`config.mk`:
```
export PLATFORM = sky130hd
export DESIGN_NAME = circle_octant_point_generator
export DESIGN_NICKNAME = d
export VERILOG_FILES = /design/src/hdl/cop_pkg.sv /design/src/hdl/cop_sqacc.sv /design/src/hdl/circle_octant_point_generator.sv
export SDC_FILE = /design/constraint.sdc
export NUM_CORES = 1
export LEC_CHECK = 0
export ABC_AREA = 1
export BUFFER_PORTS_ARGS = -buffer_cell sky130_fd_sc_hd__buf_4
export CAP_MARGIN = 20
export CORE_ASPECT_RATIO = 1.4
export CORE_MARGIN = 4
export CORE_UTILIZATION = 40
export DETAILED_ROUTE_END_ITERATION = 7
export PLACE_DENSITY_LB_ADDON = 0.2
export SYNTH_ARGS = -nofsm -noshare
export SYNTH_HDL_FRONTEND = slang
export SYNTH_SLANG_ARGS = --single-unit
```
`constraint.sdc`:
```
create_clock -name clk -period 12.75 [get_ports clk]
set_clock_uncertainty 0.05 [all_clocks]
set_input_delay 2.55 -clock clk [delete_from_list [all_inputs] [get_ports clk]]
set_output_delay 2.55 -clock clk [all_outputs]
set_load 0.02 [all_outputs]
```
`src/hdl/cop_pkg.sv`:
```
// ----------------------------------------------------------------------------
// cop_pkg
// shared types and constants of the circle octant point generator
// ----------------------------------------------------------------------------
package cop_pkg;

	localparam int unsigned MAX_RADIUS   = 48;
	localparam int unsigned RESULT_LIMIT = 64;

	localparam int unsigned CX_W   = 7;
	localparam int unsigned CY_W   = 6;
	localparam int unsigned RAD_W  = 6;
	localparam int unsigned XO_W   = 9;
	localparam int unsigned YO_W   = 8;
	localparam int unsigned ACC_W  = 14;
	localparam int unsigned CNT_W  = 6;
	localparam int unsigned S_DATA_W = 24;
	localparam int unsigned M_DATA_W = 72;

	// request to the shared square-and-add unit
	typedef struct packed {
		logic [RAD_W-1:0]        op;
		logic                    dbl;
		logic signed [ACC_W-1:0] addend;
	} sq_req_t;

	typedef enum logic [5:0] {
		ST_IDLE = 6'b000001,
		ST_INIT = 6'b000010,
		ST_SQA  = 6'b000100,
		ST_SQB  = 6'b001000,
		ST_CHK  = 6'b010000,
		ST_EMIT = 6'b100000
	} state_t;

endpackage

```
`src/hdl/cop_sqacc.sv`:
```
// ----------------------------------------------------------------------------
// cop_sqacc
// shared square-and-add unit: (dbl ? 2*op*op : op*op) + addend
// ----------------------------------------------------------------------------
module cop_sqacc (
	input  cop_pkg::sq_req_t                    req,
	output logic signed [cop_pkg::ACC_W-1:0]    res
);

	logic [2*cop_pkg::RAD_W-1:0] sq;
	logic [2*cop_pkg::RAD_W:0]   term;

	assign sq   = (2*cop_pkg::RAD_W)'(req.op) * (2*cop_pkg::RAD_W)'(req.op);
	assign term = req.dbl ? {sq, 1'b0} : {1'b0, sq};
	assign res  = $signed(cop_pkg::ACC_W'(term)) + req.addend;

endmodule

```
`src/hdl/circle_octant_point_generator.sv`:
```
// ----------------------------------------------------------------------------
// circle_octant_point_generator
// midpoint circle walk producing the eight symmetric points per step
// ----------------------------------------------------------------------------
// usage:
//   s_axis carries one circle: center_x [6:0], center_y [12:7], radius [18:13]
//   m_axis returns one item per step of the walk, eight coordinates packed in
//   tdata, tlast high on the final step of the circle
//   a radius of zero gives no item; a radius above 48 is treated as 48
// timing:
//   the radius is squared first; each step then goes through two squares for
//   the midpoint test, one for the end test, and the emit state that hands
//   the item to the output register; every square uses the single squarer,
//   and the step count is about the radius
//   s_axis_tready is high only while the sequencer is idle
// reset:
//   arst_n clears the sequencer and the output valid; no item is pending
// stalls:
//   the output register holds its item while m_axis_tready is low and the
//   walk waits in the emit state; the last item may still wait while the
//   next circle is already accepted
// ----------------------------------------------------------------------------
module circle_octant_point_generator (
	input  logic        clk,
	input  logic        arst_n,
	input  logic        s_axis_tvalid,
	output logic        s_axis_tready,
	input  logic [23:0] s_axis_tdata,   // center_x, center_y, radius, zero pad
	output logic        m_axis_tvalid,
	input  logic        m_axis_tready,
	output logic [71:0] m_axis_tdata,   // x_center_plus_a, x_center_minus_a,
	                                    // y_center_plus_b, y_center_minus_b,
	                                    // x_center_plus_b, x_center_minus_b,
	                                    // y_center_plus_a, y_center_minus_a,
	                                    // zero pad
	output logic        m_axis_tlast    // last_step
);

	localparam int unsigned RW = cop_pkg::RAD_W;
	localparam int unsigned AW = cop_pkg::ACC_W;
	localparam int unsigned XW = cop_pkg::XO_W;
	localparam int unsigned YW = cop_pkg::YO_W;

	cop_pkg::state_t state_q;

	// held circle and walk offsets
	logic [cop_pkg::CX_W-1:0] cx_q;
	logic [cop_pkg::CY_W-1:0] cy_q;
	logic [RW-1:0]            rad_q;
	logic [RW-1:0]            a_q, b_q;       // offsets of the current step
	logic [RW-1:0]            na_q, nb_q;     // offsets after this step
	logic signed [AW-1:0]     rr_q;           // radius squared
	logic signed [AW-1:0]     acc_q;          // partial midpoint sum
	logic                     last_q;
	logic [cop_pkg::CNT_W-1:0] cnt_q;

	// output register
	logic                     out_valid_q;
	logic                     out_last_q;
	logic [71:0]              out_data_q;

	// input fields
	logic [cop_pkg::CX_W-1:0] in_cx;
	logic [cop_pkg::CY_W-1:0] in_cy;
	logic [RW-1:0]            in_rad;
	logic [RW-1:0]            rad_sat;
	logic                     in_acc;

	// shared unit
	cop_pkg::sq_req_t         req;
	logic signed [AW-1:0]     res;

	logic                     out_free;
	logic signed [XW-1:0]     cx_s, a_x, b_x;
	logic signed [YW-1:0]     cy_s, a_y, b_y;

	assign in_cx   = s_axis_tdata[6:0];
	assign in_cy   = s_axis_tdata[12:7];
	assign in_rad  = s_axis_tdata[18:13];
	assign rad_sat = (in_rad > RW'(cop_pkg::MAX_RADIUS)) ? RW'(cop_pkg::MAX_RADIUS) : in_rad;

	assign s_axis_tready = (state_q == cop_pkg::ST_IDLE);
	assign in_acc        = s_axis_tvalid && s_axis_tready;
	assign out_free      = !out_valid_q || m_axis_tready;

	// operand selection for the squarer
	always_comb begin
		req.op     = '0;
		req.dbl    = 1'b0;
		req.addend = '0;
		unique case (state_q)
			cop_pkg::ST_INIT: begin
				req.op = rad_q;
			end
			cop_pkg::ST_SQA: begin
				// (a+1)^2 - r^2
				req.op     = a_q + RW'(1);
				req.addend = -rr_q;
			end
			cop_pkg::ST_SQB: begin
				// ... + b^2
				req.op     = b_q;
				req.addend = acc_q;
			end
			cop_pkg::ST_CHK: begin
				// 2*b'^2 - r^2, negative ends the walk
				req.op     = nb_q;
				req.dbl    = 1'b1;
				req.addend = -rr_q;
			end
			default: begin
				req.op     = '0;
				req.dbl    = 1'b0;
				req.addend = '0;
			end
		endcase
	end

	cop_sqacc u_sqacc (
		.req (req),
		.res (res)
	);

	// sequencer
	always_ff @(posedge clk or negedge arst_n) begin
		if (!arst_n) begin
			state_q <= cop_pkg::ST_IDLE;
			cnt_q   <= '0;
		end else begin
			unique case (state_q)
				cop_pkg::ST_IDLE: begin
					if (in_acc && rad_sat != '0) begin
						state_q <= cop_pkg::ST_INIT;
					end
					cnt_q <= '0;
				end
				cop_pkg::ST_INIT: state_q <= cop_pkg::ST_SQA;
				cop_pkg::ST_SQA:  state_q <= cop_pkg::ST_SQB;
				cop_pkg::ST_SQB:  state_q <= cop_pkg::ST_CHK;
				cop_pkg::ST_CHK:  state_q <= cop_pkg::ST_EMIT;
				cop_pkg::ST_EMIT: begin
					if (out_free) begin
						cnt_q   <= cnt_q + cop_pkg::CNT_W'(1);
						state_q <= last_q ? cop_pkg::ST_IDLE : cop_pkg::ST_SQA;
					end
				end
				default: state_q <= cop_pkg::ST_IDLE;
			endcase
		end
	end

	// datapath registers
	always_ff @(posedge clk) begin
		unique case (state_q)
			cop_pkg::ST_IDLE: begin
				if (in_acc) begin
					cx_q  <= in_cx;
					cy_q  <= in_cy;
					rad_q <= rad_sat;
					a_q   <= '0;
					b_q   <= rad_sat;
				end
			end
			cop_pkg::ST_INIT: rr_q  <= res;
			cop_pkg::ST_SQA:  acc_q <= res;
			cop_pkg::ST_SQB: begin
				// midpoint outside the circle: step b inward, keep a
				if (res > 0) begin
					na_q <= a_q;
					nb_q <= b_q - RW'(1);
				end else begin
					na_q <= a_q + RW'(1);
					nb_q <= b_q;
				end
			end
			cop_pkg::ST_CHK: begin
				last_q <= res[AW-1] ||
				          (cnt_q == cop_pkg::CNT_W'(cop_pkg::RESULT_LIMIT - 1));
			end
			cop_pkg::ST_EMIT: begin
				if (out_free) begin
					a_q <= na_q;
					b_q <= nb_q;
				end
			end
			default: begin
			end
		endcase
	end

	// coordinates of the current step
	assign cx_s = $signed(XW'(cx_q));
	assign a_x  = $signed(XW'(a_q));
	assign b_x  = $signed(XW'(b_q));
	assign cy_s = $signed(YW'(cy_q));
	assign a_y  = $signed(YW'(a_q));
	assign b_y  = $signed(YW'(b_q));

	// output register, loads when the emit state finds it free
	always_ff @(posedge clk or negedge arst_n) begin
		if (!arst_n) begin
			out_valid_q <= 1'b0;
		end else if (state_q == cop_pkg::ST_EMIT && out_free) begin
			out_valid_q <= 1'b1;
		end else if (m_axis_tready) begin
			out_valid_q <= 1'b0;
		end
	end

	always_ff @(posedge clk) begin
		if (state_q == cop_pkg::ST_EMIT && out_free) begin
			out_last_q <= last_q;
			out_data_q <= {4'b0000,
			               cy_s - a_y, cy_s + a_y,
			               cx_s - b_x, cx_s + b_x,
			               cy_s - b_y, cy_s + b_y,
			               cx_s - a_x, cx_s + a_x};
		end
	end

	assign m_axis_tvalid = out_valid_q;
	assign m_axis_tdata  = out_data_q;
	assign m_axis_tlast  = out_last_q;

endmodule
```
### Word-level counts from Yosys, hierarchy flattened

Index checks and enable logic that the tools add are counted.

| cells by class | value |
|---|---|
| $lt $le $gt $ge | 2 |
| reductions and logical operators | 14 |
| add/subtract/negate cells | 13 |
| shift operators | 0 |
| mux-type cells | 21 |
| bitwise operators | 0 |
| equal/unequal tests | 10 |
| div/mod/pow operators | 0 |
| multiply operators | 1 |

Operator list:

| kind | count |
|---|---|
| two-way mux 6 bit | 10 |
| one-hot mux 6 bit (2 select lines) | 3 |
| one-hot mux 6 bit (6 select lines) | 1 |
| one-hot mux 14 bit (2 select lines) | 1 |
| one-hot mux 6 bit (4 select lines) | 1 |
| adder 7 x 6 -> 8 bit | 2 |
| subtractor 7 x 6 -> 8 bit | 2 |
| adder 14 bit | 1 |
| adder 6 x 6 -> 7 bit | 2 |
| > comparator 14 x 1 -> 1 bit (second input constant) | 1 |
| negator 14 bit | 1 |
| subtractor 6 x 6 -> 7 bit | 2 |
| two-way mux 13 bit | 1 |
| adder 6 x 1 -> 6 bit (second input constant) | 2 |
| equality test 6 bit (second input constant) | 2 |
| multiplier 6 x 6 -> 12 bit | 1 |
| equality test 6 x 1 -> 1 bit (second input constant) | 1 |
| equality test 6 x 2 -> 1 bit (second input constant) | 1 |
| equality test 6 x 3 -> 1 bit (second input constant) | 1 |
| equality test 6 x 4 -> 1 bit (second input constant) | 1 |
| equality test 6 x 5 -> 1 bit (second input constant) | 1 |
| > comparator 6 bit (second input constant) | 1 |
| AND reduction 2 bit | 3 |
| nonzero test 6 bit | 1 |
| other kinds (11) | 18 |

| storage, ports and cells | value |
|---|---|
| logic and storage cells | 76 |
| RAM bits | 0 |
| flip-flop bits (word level) | 154 |
| latch bits | 0 |
| memories | 0 |
| output and inout bits | 75 |
| memory bits (read-only) | 0 |

### Logic depth before layout (Yosys ltp)

Gate-level depths: netlist of run 1.

| depth | value |
|---|---|
| depth in word-level cells | 7 |
| depth in mapped cells | 37 |

### Cells and area by module

From an unflattened synthesis of run 1, not the netlist that was laid out.

| second synthesis, totals | value |
|---|---|
| cells, all modules | 1063 |
| area, all modules | 9549.2 µm² |

Modules (own cells, without submodules):

| module | area each (µm²) | cells each | times used | seq. area each (µm²) |
|---|---|---|---|---|
| circle_octant_point_generator | 7808.7 | 758 | 1 | 4200.3 |
| cop_sqacc | 1740.4 | 305 | 1 | 0.0 |

### Least setup slack after synthesis of run 1

Ideal clock, no wire load.

| timing | value |
|---|---|
| path type | reg2reg |
| from | reg state_q[0] |
| to | reg na_q[1] (data pin) |
| path buffers | 1 |
| setup time | 0.253 ns |
| stages on the path, launching flop included | 31 |
| period minus slack after synthesis | 5.919 ns |
| data required time | 12.447 ns |
| arrival time | 5.616 ns |
| slack | 6.831 ns |
| cells stage by stage | dfstp_2 nor2_1 nand4_1 inv_1 nand2_1 nand2_1 nor3_1 nor2_1 fa_1 inv_1 fa_1 inv_1 fa_1 ha_1 a31o_2 a21oi_1 nor2_1 nor2_1 xor2_1 o21ai_0 ha_1 a21oi_1 o21ai_1 a21o_1 nand2_1 nand2_1 nor2_1 nand2_1 buf_4 nand3_1 nand2_1 |

| between the ends | value |
|---|---|
| longest elaborated chain between the ends | 7 |
| elaborated cells on any way between the ends | 13 |
| those cells by class | 1 x add/sub; 1 x mul; 1 x order compare; 4 x eq/ne; 5 x mux; 1 x reduce/logical |

Ends and longest elaborated chain:

| item | line | RTL |
|---|---|---|
| from (decl) | circle_octant_point_generator.sv:44 | `cop_pkg::state_t state_q;` |
| from (signal assigned) | circle_octant_point_generator.sv:127 | `state_q <= cop_pkg::ST_IDLE;` |
| from (signal assigned) | circle_octant_point_generator.sv:133 | `state_q <= cop_pkg::ST_INIT;` |
| from (signal assigned) | circle_octant_point_generator.sv:137 | `cop_pkg::ST_INIT: state_q <= cop_pkg::ST_SQA;` |
| equality test 6 x 5 -> 1 bit, or another cell as far along | circle_octant_point_generator.sv:91 | `unique case (state_q)` |
| one-hot mux 6 bit (4 select lines) | circle_octant_point_generator.sv:91 |  |
| multiplier 6 x 6 -> 12 bit | cop_sqacc.sv:13 | `assign sq = (2*cop_pkg::RAD_W)'(req.op) * (2*cop_pkg::RAD_W)'(req.op);` |
| two-way mux 13 bit | cop_sqacc.sv:14 | `assign term = req.dbl ? {sq, 1'b0} : {1'b0, sq};` |
| adder 14 bit (*) | cop_sqacc.sv:15 | `assign res = $signed(cop_pkg::ACC_W'(term)) + req.addend;` |
| named net res[9] | circle_octant_point_generator.sv:71 | `logic signed [AW-1:0] res;` |
| > comparator 14 x 1 -> 1 bit (*) | circle_octant_point_generator.sv:168 | `if (res > 0) begin` |
| two-way mux 6 bit (*) | circle_octant_point_generator.sv:168 |  |
| to (signal assigned) | circle_octant_point_generator.sv:169 | `na_q <= a_q;` |
| to (signal assigned) | circle_octant_point_generator.sv:172 | `na_q <= a_q + RW'(1);` |
| to (decl) | circle_octant_point_generator.sv:51 | `logic [RW-1:0] na_q, nb_q;` |

Mark *: on every way through the listed nets, which the timed path passes. The rest lies on a longest branch.
A chain may end at the register's enable or synchronous reset.

### Worst setup path after layout of run 1

| timing | value |
|---|---|
| from | reg state_q[0] |
| to | reg nb_q[5] (data pin) |

| between the ends | value |
|---|---|
| longest elaborated chain between the ends | 7 |
| elaborated cells on any way between the ends | 13 |
| those cells by class | 1 x add/sub; 1 x mul; 1 x order compare; 4 x eq/ne; 5 x mux; 1 x reduce/logical |

Ends and longest elaborated chain:

| item | line | RTL |
|---|---|---|
| equality test 6 x 5 -> 1 bit, or another cell as far along | circle_octant_point_generator.sv:91 |  |
| one-hot mux 6 bit (4 select lines) | circle_octant_point_generator.sv:91 |  |
| multiplier 6 x 6 -> 12 bit | cop_sqacc.sv:13 |  |
| two-way mux 13 bit | cop_sqacc.sv:14 |  |
| adder 14 bit (*) | cop_sqacc.sv:15 |  |
| named net res[9] | circle_octant_point_generator.sv:71 |  |
| > comparator 14 x 1 -> 1 bit (*) | circle_octant_point_generator.sv:168 |  |
| two-way mux 6 bit (*) | circle_octant_point_generator.sv:168 |  |
| to (signal assigned) | circle_octant_point_generator.sv:170 | `nb_q <= b_q - RW'(1);` |
| to (signal assigned) | circle_octant_point_generator.sv:173 | `nb_q <= b_q;` |
| to (decl) | circle_octant_point_generator.sv:51 |  |

Marked as above.

==> run_results.csv, run 1 <==
group,metric,value,unit
place,port-buffer-count,89,
clock_network,cts_inserted_buffers,17,
timing,hold_viol,0,
floorplan,num_rows,64,
clock_network,clockRootBuffer,"clkbuf_16",
drt,wl_per_cell,15.13,um
pwr,ir_drop,0.09248,mV
cells_and_area,diodes,0,
cells_and_area,layout_commonest_cell,"nand2_1",
synth,ys.flop_type,"edfxtp_1",
floorplan,initial_core_util,0.4097,
critical_path,critPathRequiredTime,12.87,ns
drt,num_vias,6513,
pwr,seqPwrFrac,0.386,
pwr,power.density,165.2,nW/um2
pwr,p_int,1.096,mW
place,dpl.hpwl,15.96,mm
synth,netlist.area_leader.share,0.4294,
timing,rsz0062_at_grt,"no",
timing,fmax,134.2,MHz
drt,drtIter0Drc,384,
global_route,grt_max_degree,58,
global_route,busiest_layer,"met2",
critical_path,arrival,7.57,ns
floorplan,core_area,22020,um2
synth,synth_warnings,0,
floorplan,die-area,25050,um2
critical_path,r2r_slack,5.30,ns
synth,synthCells,953,
critical_path,crit_start,"state_q[0]$_DFFE_PN1P_",
critical_path,startpoint_type,"register",
synth,synth_cell_types,48,
drt,detail-route-antenna-nets,0,
pwr,power_frac_comb,0.339,
global_route,grt_pass1_vias,6769,
clock_network,cts_buffer_depth,2,
timing,finalCritPeriodShare,0.5845,
timing,tns,0,ns
clock_network,cts_setup_buffers,0,
critical_path,cp-end-kind,"register",
critical_path,r2r_cells,30,
critical_path,crit_path_max_incr_delay,0.56,ns
cells_and_area,fin_nets,1160,
clock_network,htree_levels,4,
clock_network,tritoncts,"done",
timing,maxSlewViolCount,0,
pwr,power_switching_share,0.3657,
drt,post_drt_via_cell_ratio,4.835,
synth,synth_area,9021,um2
cells_and_area,final_cell_mix,"nand2_1, inv_1, edfxtp_1",
cells_and_area,regArea,4200,um2
synth,synth_edf_count,129,
global_route,grt_util_met1,0.1780,
cells_and_area,drive_above_1_share,0.1333,
cells_and_area,area_growth,15.98,%
floorplan,io_pins,103,
drt,drc,0,
clock_network,cts_sinks,142,
clock_network,post_cts_resized,0,
pwr,p_clk_frac,0.275,
clock_network,path_clk_slew,0.06,ns
critical_path,crit_fanout,18,
synth,seq_area_frac_synth,0.4656,
global_route,grt_use_met3,0.03002,
timing,period_needed,7.452,ns
pwr,leakage,4.829,nW
synth,avgSynthCellArea,9.466,um2
critical_path,rr_startpoint,"state_q[0]$_DFFE_PN1P_",
clock_network,insertion_delay,0.42,ns
floorplan,die_w,134.9,um
global_route,grt_util_met2,0.3366,
global_route,grt_usage,0.1696,
drt,drt_wl_total,20.37,mm
outcome,status,"completed",
synth,async_flop_share,0.09155,
drt,drtPass1Iterations,4,
flow_run,cap_viol_max_count,0,
synth,synth_top_area_cell,"edfxtp_1",
timing,tightest_slew,0.8973,ns
pwr,p_switching,632.0,uW
critical_path,reg2reg_to,"nb_q[5]$_DFFE_PN_",
critical_path,cpMostUsedCell,"nand2_1",
synth,ys_seq_elements,142,
cells_and_area,final_cell_area,10460,um2
global_route,grt_overflow,0,
global_route,grt_antenna_before_repair,0,
cells_and_area,multi_input_area,4054,um2
place,globalplace.congestion,0.8035,
critical_path,cp-endpoint,"nb_q[5]$_DFFE_PN_",
timing,setup_violations,0,
min_path,min_path_type,"reg2reg",
critical_path,critical_path_class,"reg2reg",
critical_path,slowest_stage,"nor3_1",
synth,synthTopCellsByArea,"edfxtp_1, ha_1, nand2_1, inv_1, xor2_1",
cells_and_area,nFillCells,2067,
timing,relSlewSlack,0.4001,
global_route,grt_pass1_wl,33.11,mm
place,dpl_cell_area,9902,um2
clock_network,hold_buffers,0,
floorplan,die_y,185.7,um
==> through the flow <==
step | power [mW] | hold slack [ns] | utilization | setup slack (ns) | cells
after floorplan | 1.122 | 0.3947 | - | 6.831 | 960
after global placement | 1.258 | 0.4416 | 0.4497 | 5.291 | 1315
after detailed placement | 1.269 | 0.4398 | 0.4497 | 5.281 | 1315
after CTS | 1.747 | 0.4566 | 0.4751 | 5.226 | 1347
after global routing | 1.855 | 0.4637 | 0.4751 | 4.553 | 1347
final | 1.728 | 0.4541 | 0.4751 | 5.298 | 1347
==> kinds of logic (layout without fill, tap and decap cells) <==
| family | after synthesis | count (layout) | synth area share |
|---|---|---|---|
| xor+xnor | 55 | 55 | 0.05340 |
| flops | 142 | 142 | 0.4656 |
| mux | 1 | 1 | 0.001110 |
| fa+ha+maj | 95 | 95 | 0.1459 |
| simple gates | 335 | 335 | 0.1576 |
| buf+inv | 191 | 281 | 0.08821 |
| compound gates | 133 | 133 | 0.08780 |
| other cells | 1 | 8 | 0.0004157 |
==> area by class of cell <==
class                   instances  area share
flip-flops and latches        142      0.4015
multi-input cells             627      0.3875
repair buffers                 91     0.06530
inverters                     158     0.05669
clock buffers                  23     0.04688
well taps                     297     0.03552
clock inverters                 9    0.006697
==> how the worst min path moves through the flow <==
stage | start | end | slack, ns | cells after the start
6_report | last_q$_DFFE_PN_ | m_axis_tlast$_DFFE_PP_ | 0.45 | 0
5_1_grt | last_q$_DFFE_PN_ | m_axis_tlast$_DFFE_PP_ | 0.46 | 0
4_1_cts | last_q$_DFFE_PN_ | m_axis_tlast$_DFFE_PP_ | 0.46 | 0
3_5_place_dp | last_q$_DFFE_PN_ | m_axis_tlast$_DFFE_PP_ | 0.44 | 0
3_3_place_gp | cnt_q[0]$_DFFE_PN0P_ | cnt_q[0]$_DFFE_PN0P_ | 0.44 | 1
2_1_floorplan | last_q$_DFFE_PN_ | m_axis_tlast$_DFFE_PP_ | 0.39 | 0
==> layer usage <==
| layer | wire [um] | share of wire |
|---|---|---|
| met5 | 0 | 0 |
| met2 | 11310 | 0.56 |
| met3 | 646 | 0.032 |
| met1 | 7944 | 0.39 |
| met4 | 469 | 0.023 |
==> power groups by stage <==
stage	logic, mW	clock network [mW]	registers (mW)
2_1_floorplan	0.466	0	0.656
5_1_grt	0.680	0.503	0.672
3_3_place_gp	0.583	0	0.675
4_1_cts	0.596	0.484	0.667
6_report	0.587	0.475	0.667
3_5_place_dp	0.592	0	0.677
==> critical path: cells and delay by family, from the launching register on <==
| family | cells | cell delay (ns) |
|---|---|---|
| buffers and inverters | 3 | 0.56 |
| XOR/XNOR | 1 | 0.21 |
| adder cells (fa/ha/maj) | 5 | 2.25 |
| AND/OR/NAND/NOR | 15 | 2.55 |
| flip-flops | 1 | 0.53 |
| AO/OA/AOI/OAI | 6 | 1.05 |
==> sequential cells by signal, summed over array words and instances (netlist names), 6 cells and up <==
name,count
cnt_q,6
a_q,6
acc_q,14
nb_q,6
m_axis_tdata,56
rr_q,14
state_q,6
na_q,6
cx_q,7
b_q,6
cy_q,6
rad_q,6
==> cells in the mapped netlist, types with 2 or more instances <==
| library cell | n |
|---|---|
| a21oi_1 | 50 |
| nor2_2 | 2 |
| o21ai_1 | 4 |
| inv_2 | 2 |
| dfrtp_1 | 12 |
| buf_2 | 3 |
| buf_1 | 2 |
| nand2_2 | 6 |
| ha_1 | 78 |
| nand3_2 | 2 |
| buf_4 | 18 |
| nand3b_1 | 2 |
| a32o_1 | 7 |
| a22oi_1 | 2 |
| o31ai_1 | 11 |
| clkbuf_1 | 9 |
| a21o_1 | 2 |
| nor2_1 | 91 |
| nand3_1 | 42 |
| edfxtp_1 | 129 |
| nand2_1 | 161 |
| o22ai_1 | 2 |
| fa_1 | 17 |
| nand4_1 | 11 |
| o21bai_1 | 8 |
| o21ai_0 | 38 |
| a22o_1 | 2 |
| or2_2 | 3 |
| xor2_1 | 49 |
| xnor2_1 | 6 |
| inv_1 | 155 |
| nor3_1 | 11 |
No activity file was read; power rests on OpenSTA's default activity.
==> run 2, diff against run 1 <==
Clock period 12.75 ns to 7.6 ns, I/O delays scaled along.
==> run_results.csv, run 2 (same netlist as run 1, synthesis figures left out) <==
group,metric,value,unit
global_route,grt_usage,0.1702,
global_route,grt_antenna_before_repair,0,
global_route,grt_overflow,0,
critical_path,startpoint_type,"register",
timing,setup_violations,0,
timing,whs,0.4433,ns
floorplan,die_w,134.9,um
timing,period_needed,6.659,ns
clock_network,cts_setup_buffers,0,
cells_and_area,drive_above_1_share,0.1451,
drt,drc,0,
critical_path,r2r_slack,0.94,ns
cells_and_area,nFillCells,2072,
drt,drt_wl_total,20.47,mm
cells_and_area,largest_reg_flops,56,
clock_network,post_cts_resized,0,
place,dpl.hpwl,16.03,mm
global_route,grt_max_degree,58,
clock_network,hold_buffers,0,
drt,post_drt_via_cell_ratio,4.847,
drt,drtPass1Iterations,6,
place,post-place-ws,0.9289,ns
clock_network,cts_buffer_depth,2,
critical_path,critical_path_class,"reg2reg",
cells_and_area,layout_commonest_cell,"nand2_1",
cells_and_area,diodes,0,
drt,detail-route-antenna-nets,0,
critical_path,crit_fanout,20,
clock_network,tritoncts,"done",
pwr,power.density,284.0,nW/um2
floorplan,die_y,185.7,um
critical_path,cpMostUsedCell,"nand2_1",
timing,tightest_slew,0.9345,ns
clock_network,cts_inserted_buffers,17,
clock_network,clockRootBuffer,"clkbuf_16",
flow_run,cap_viol_max_count,0,
place,globalplace.congestion,0.7901,
min_path,hold_depth,0,
outcome,status,"completed",
place,dp_cells,1326,
critical_path,rr_startpoint,"state_q[0]$_DFFE_PN1P_",
timing,tns,0,ns
cells_and_area,fin_nets,1171,
critical_path,reg2reg_to,"nb_q[5]$_DFFE_PN_",
timing,maxSlewViolCount,0,
clock_network,path_clk_slew,0.06,ns
cells_and_area,final_cell_mix,"nand2_1, inv_1, edfxtp_1",
timing,relSlewSlack,0.3752,
timing,hold_viol,0,
pwr,ir_drop,0.2123,mV
drt,num_vias,6582,
critical_path,arrival,6.80,ns
timing,fmax,150.2,MHz
floorplan,io_pins,103,
floorplan,initial_core_util,0.4097,
critical_path,critPathRequiredTime,7.74,ns
critical_path,slowest_stage,"fa_1",
clock_network,insertion_delay,0.43,ns
clock_network,htree_levels,4,
critical_path,cp-end-kind,"register",
critical_path,crit_path_max_incr_delay,0.54,ns
floorplan,core_area,22020,um2
min_path,worstHoldStart,"last_q$_DFFE_PN_",
pwr,leakage,4.891,nW
place,port-buffer-count,89,
drt,wl_per_cell,15.07,um
critical_path,r2r_cells,32,
timing,rsz0062_at_grt,"no",
timing,setup_ws,0.9413,ns
floorplan,die-area,25050,um2
global_route,grt_pass1_wl,33.12,mm
min_path,min_path_type,"reg2reg",
cells_and_area,final-instance-count-excl-fill,1358,
floorplan,num_rows,64,
timing,finalCritPeriodShare,0.8761,
min_path,min_to,"m_axis_tlast$_DFFE_PP_",
clock_network,cts_sinks,142,
drt,drtIter0Drc,352,
global_route,grt_pass1_vias,6739,
cells_and_area,area_growth,17.60,%
pwr,total_power,3.013,mW
-- run 2: cell types whose count changed in the layout (fill, tap and decap cells not counted), moves of 2 or more --
cell        delta
clkinvlp_4     +5
bufinv_16      +3
inv_4          -3
clkbuf_8       +3
buf_4         +11
clkbuf_1       -3
clkbuf_16      -2
-- run 2: worst max path at each step --
stage / startpoint / to / cells after the start
after floorplan: state_q[0]$_DFFE_PN1P_ / na_q[1]$_DFFE_PN_ / 30
after global routing: state_q[0]$_DFFE_PN1P_ / na_q[1]$_DFFE_PN_ / 32
after global placement: state_q[0]$_DFFE_PN1P_ / na_q[0]$_DFFE_PN_ / 32
final: state_q[0]$_DFFE_PN1P_ / nb_q[5]$_DFFE_PN_ / 32
after detailed placement: state_q[0]$_DFFE_PN1P_ / nb_q[5]$_DFFE_PN_ / 30
after CTS: state_q[0]$_DFFE_PN1P_ / na_q[0]$_DFFE_PN_ / 32
-- run 2: through the flow --
step	cell area, um2	util
after floorplan	9047	-
final	10610	0.4818
after CTS	10610	0.4818
after global routing	10610	0.4818
after detailed placement	9985	0.4534
after global placement	9985	0.4534
-- run 2: report_power, final --
group          leakage (nW)  internal [mW]  total [mW]  switching [mW]
registers              1.36           1.04        1.10          0.0622
logic                  3.24          0.358        1.03           0.673
clock network         0.289          0.545       0.880           0.336
total                  4.89           1.94        3.01            1.07
-- run 2: worst max-delay path: cells and delay by family (launching register included) --
kind	cells	cell delay, ns
buffers and inverters	5	0.64
xor gates and xnor gates	1	0.20
AOI/OAI and AO/OA	3	0.65
and+or+nand+nor	17	1.96
DFF	1	0.53
adders and majority gates	5	2.29
muxes	1	0.10
-- run 2: cell type report --
cell class	count	area, um2	share of cell area
Tap cell	297	371.6	0.03503
Inverter	158	593.1	0.05590
Clock buffer	21	470.5	0.04434
Sequential cell	142	4200	0.3959
Clock inverter	11	153.9	0.01451
Multi-Input combinational cell	627	4054	0.3821
Timing Repair Buffer	102	765.7	0.07218
-- run 2: per-layer routing --
layer | global-route usage | wire, um | share of wire
met5 | 0 | 0 | 0
met4 | 0.06398 | 427 | 0.021
met3 | 0.02839 | 722 | 0.035
met2 | 0.3328 | 11340 | 0.55
met1 | 0.1805 | 7977 | 0.39
==> run 3, diff against run 2 <==
Settings changed: CORE_ASPECT_RATIO 1.4 to not set, CORE_UTILIZATION 40 to 45, RECOVER_POWER set to 25.
==> run_results.csv, run 3 (same netlist as run 1, synthesis figures left out) <==
group,metric,value,unit
timing,maxSlewViolCount,0,
critical_path,critPathBufInv,5,
critical_path,arrival,6.87,ns
critical_path,r2r_slack,0.86,ns
place,dpl_cell_area,9930,um2
floorplan,die_y,149.6,um
cells_and_area,drive_above_1_share,0.1341,
critical_path,cp-end-kind,"register",
pwr,leakage,4.843,nW
drt,drc,0,
cells_and_area,multi_input_area,4048,um2
cells_and_area,diodes,0,
global_route,grt_usage,0.1791,
min_path,min_path_type,"reg2reg",
clock_network,cts_inserted_buffers,17,
flow_run,cap_viol_max_count,0,
place,post-place-ws,0.8979,ns
drt,drtIter0Drc,374,
clock_network,tritoncts,"done",
place,dp_cells,1292,
drt,num_vias,6559,
global_route,grt_antenna_before_repair,0,
timing,tns,0,ns
global_route,grt_overflow,0,
timing,relSlewSlack,0.4043,
floorplan,num_rows,51,
global_route,grt_pass1_wl,31.38,mm
clock_network,path_clk_slew,0.06,ns
clock_network,clockRootBuffer,"clkbuf_16",
global_route,grt_max_degree,58,
global_route,grt_pass1_vias,6343,
cells_and_area,nFillCells,1770,
clock_network,hold_buffers,0,
critical_path,crit_family,"adder cells",
clock_network,cts_setup_buffers,0,
critical_path,startpoint_type,"register",
floorplan,core_area,19590,um2
floorplan,io_pins,103,
cells_and_area,final-instance-count-excl-fill,1324,
timing,hold_viol,0,
drt,wl_per_cell,14.74,um
floorplan,die-area,22380,um2
critical_path,cpMostUsedCell,"nand2_1",
timing,rsz0062_at_grt,"no",
drt,detail-route-antenna-nets,0,
clock_network,insertion_delay,0.42,ns
clock_network,cts_buffer_depth,2,
outcome,status,"completed",
pwr,ir_drop,0.1410,mV
pwr,total_power,2.922,mW
cells_and_area,regArea,4200,um2
critical_path,critical_path_class,"reg2reg",
timing,setup_ws,0.8584,ns
clock_network,htree_levels,4,
place,port-buffer-count,89,
cells_and_area,final_cell_mix,"nand2_1, inv_1, edfxtp_1",
cells_and_area,final_cell_area,10470,um2
cells_and_area,fin_nets,1169,
critical_path,slowest_stage,"fa_1",
timing,finalCritPeriodShare,0.8871,
timing,period_needed,6.742,ns
critical_path,critPathRequiredTime,7.73,ns
floorplan,die_w,149.6,um
floorplan,initial_core_util,0.4605,
critical_path,crit_path_max_incr_delay,0.54,ns
place,globalplace.congestion,0.8858,
timing,fmax,148.3,MHz
pwr,power.density,279.2,nW/um2
cells_and_area,area_growth,16.05,%
timing,tightest_slew,0.8910,ns
drt,post_drt_via_cell_ratio,4.954,
critical_path,crit_fanout,11,
cells_and_area,largest_reg_flops,56,
clock_network,post_cts_resized,0,
drt,drtPass1Iterations,5,
timing,setup_violations,0,
cells_and_area,layout_commonest_cell,"nand2_1",
clock_network,cts_sinks,142,
place,dpl.hpwl,15.05,mm
drt,drt_wl_total,19.52,mm
-- run 3: changes by cell type in the layout (fill, tap and decap cells not counted), sizes merged --
cell      before  now
clkbuf        21   41
bufinv         3    1
clkinv         2    6
clkinvlp       5    2
inv          159  158
buf          102   82
-- run 3: path summary, 6_finish.rpt --
check,depth (start not counted),end,start
max,33,nb_q[4]$_DFFE_PN_,a_q[0]$_SDFFCE_PN0P_
min,1,cnt_q[0]$_DFFE_PN0P_,cnt_q[0]$_DFFE_PN0P_
max reg2reg,33,nb_q[4]$_DFFE_PN_,a_q[0]$_SDFFCE_PN0P_
min reg2reg,1,cnt_q[0]$_DFFE_PN0P_,cnt_q[0]$_DFFE_PN0P_
max in group asynchronous,1,state_q[4]$_DFFE_PN0P_,arst_n
min in group asynchronous,1,cnt_q[2]$_DFFE_PN0P_,arst_n
-- run 3: layout make-up --
type / instances / area share
timing repair buffer: 100 / 0.06920
tap: 265 / 0.03167
inverter: 158 / 0.05665
clock inverter: 9 / 0.007888
sequential: 142 / 0.4012
clock buffer: 23 / 0.04673
multi-input combinational: 627 / 0.3866
-- run 3: routing by layer --
metal  global-route usage  vias to the layer above  share of wire  wire [um]
li1                     -                     3319              -          -
met5                    0                        -              0          0
met4              0.05812                        0          0.018        360
met2               0.3097                      188           0.48       9402
met3              0.02877                       23          0.055       1079
met1               0.2305                     3029           0.44       8678
-- run 3: through the flow --
step / hold WS (ns) / util
CTS: 0.4576 / 0.5361
global route: 0.4727 / 0.5344
detailed placement: 0.4435 / 0.5069
global placement: 0.4404 / 0.5069
floorplan: 0.3947 / -
finish: 0.4533 / 0.5344
-- run 3: power by group --
group          switching, mW  internal, mW  leakage, nW
clock                  0.315         0.486        0.278
sequential            0.0645          1.04         1.36
combinational          0.663         0.354         3.21
-- run 3: worst reg2reg max path, delay by kind of cell (launching register included) --
family,cells,cell delay [ns]
AOI/OAI and AO/OA,2,0.41
xor gates and xnor gates,2,0.35
adders and majority gates,5,2.30
buffers and inverters,5,1.01
DFF,1,0.34
muxes,1,0.12
and+or+nand+nor,18,1.92
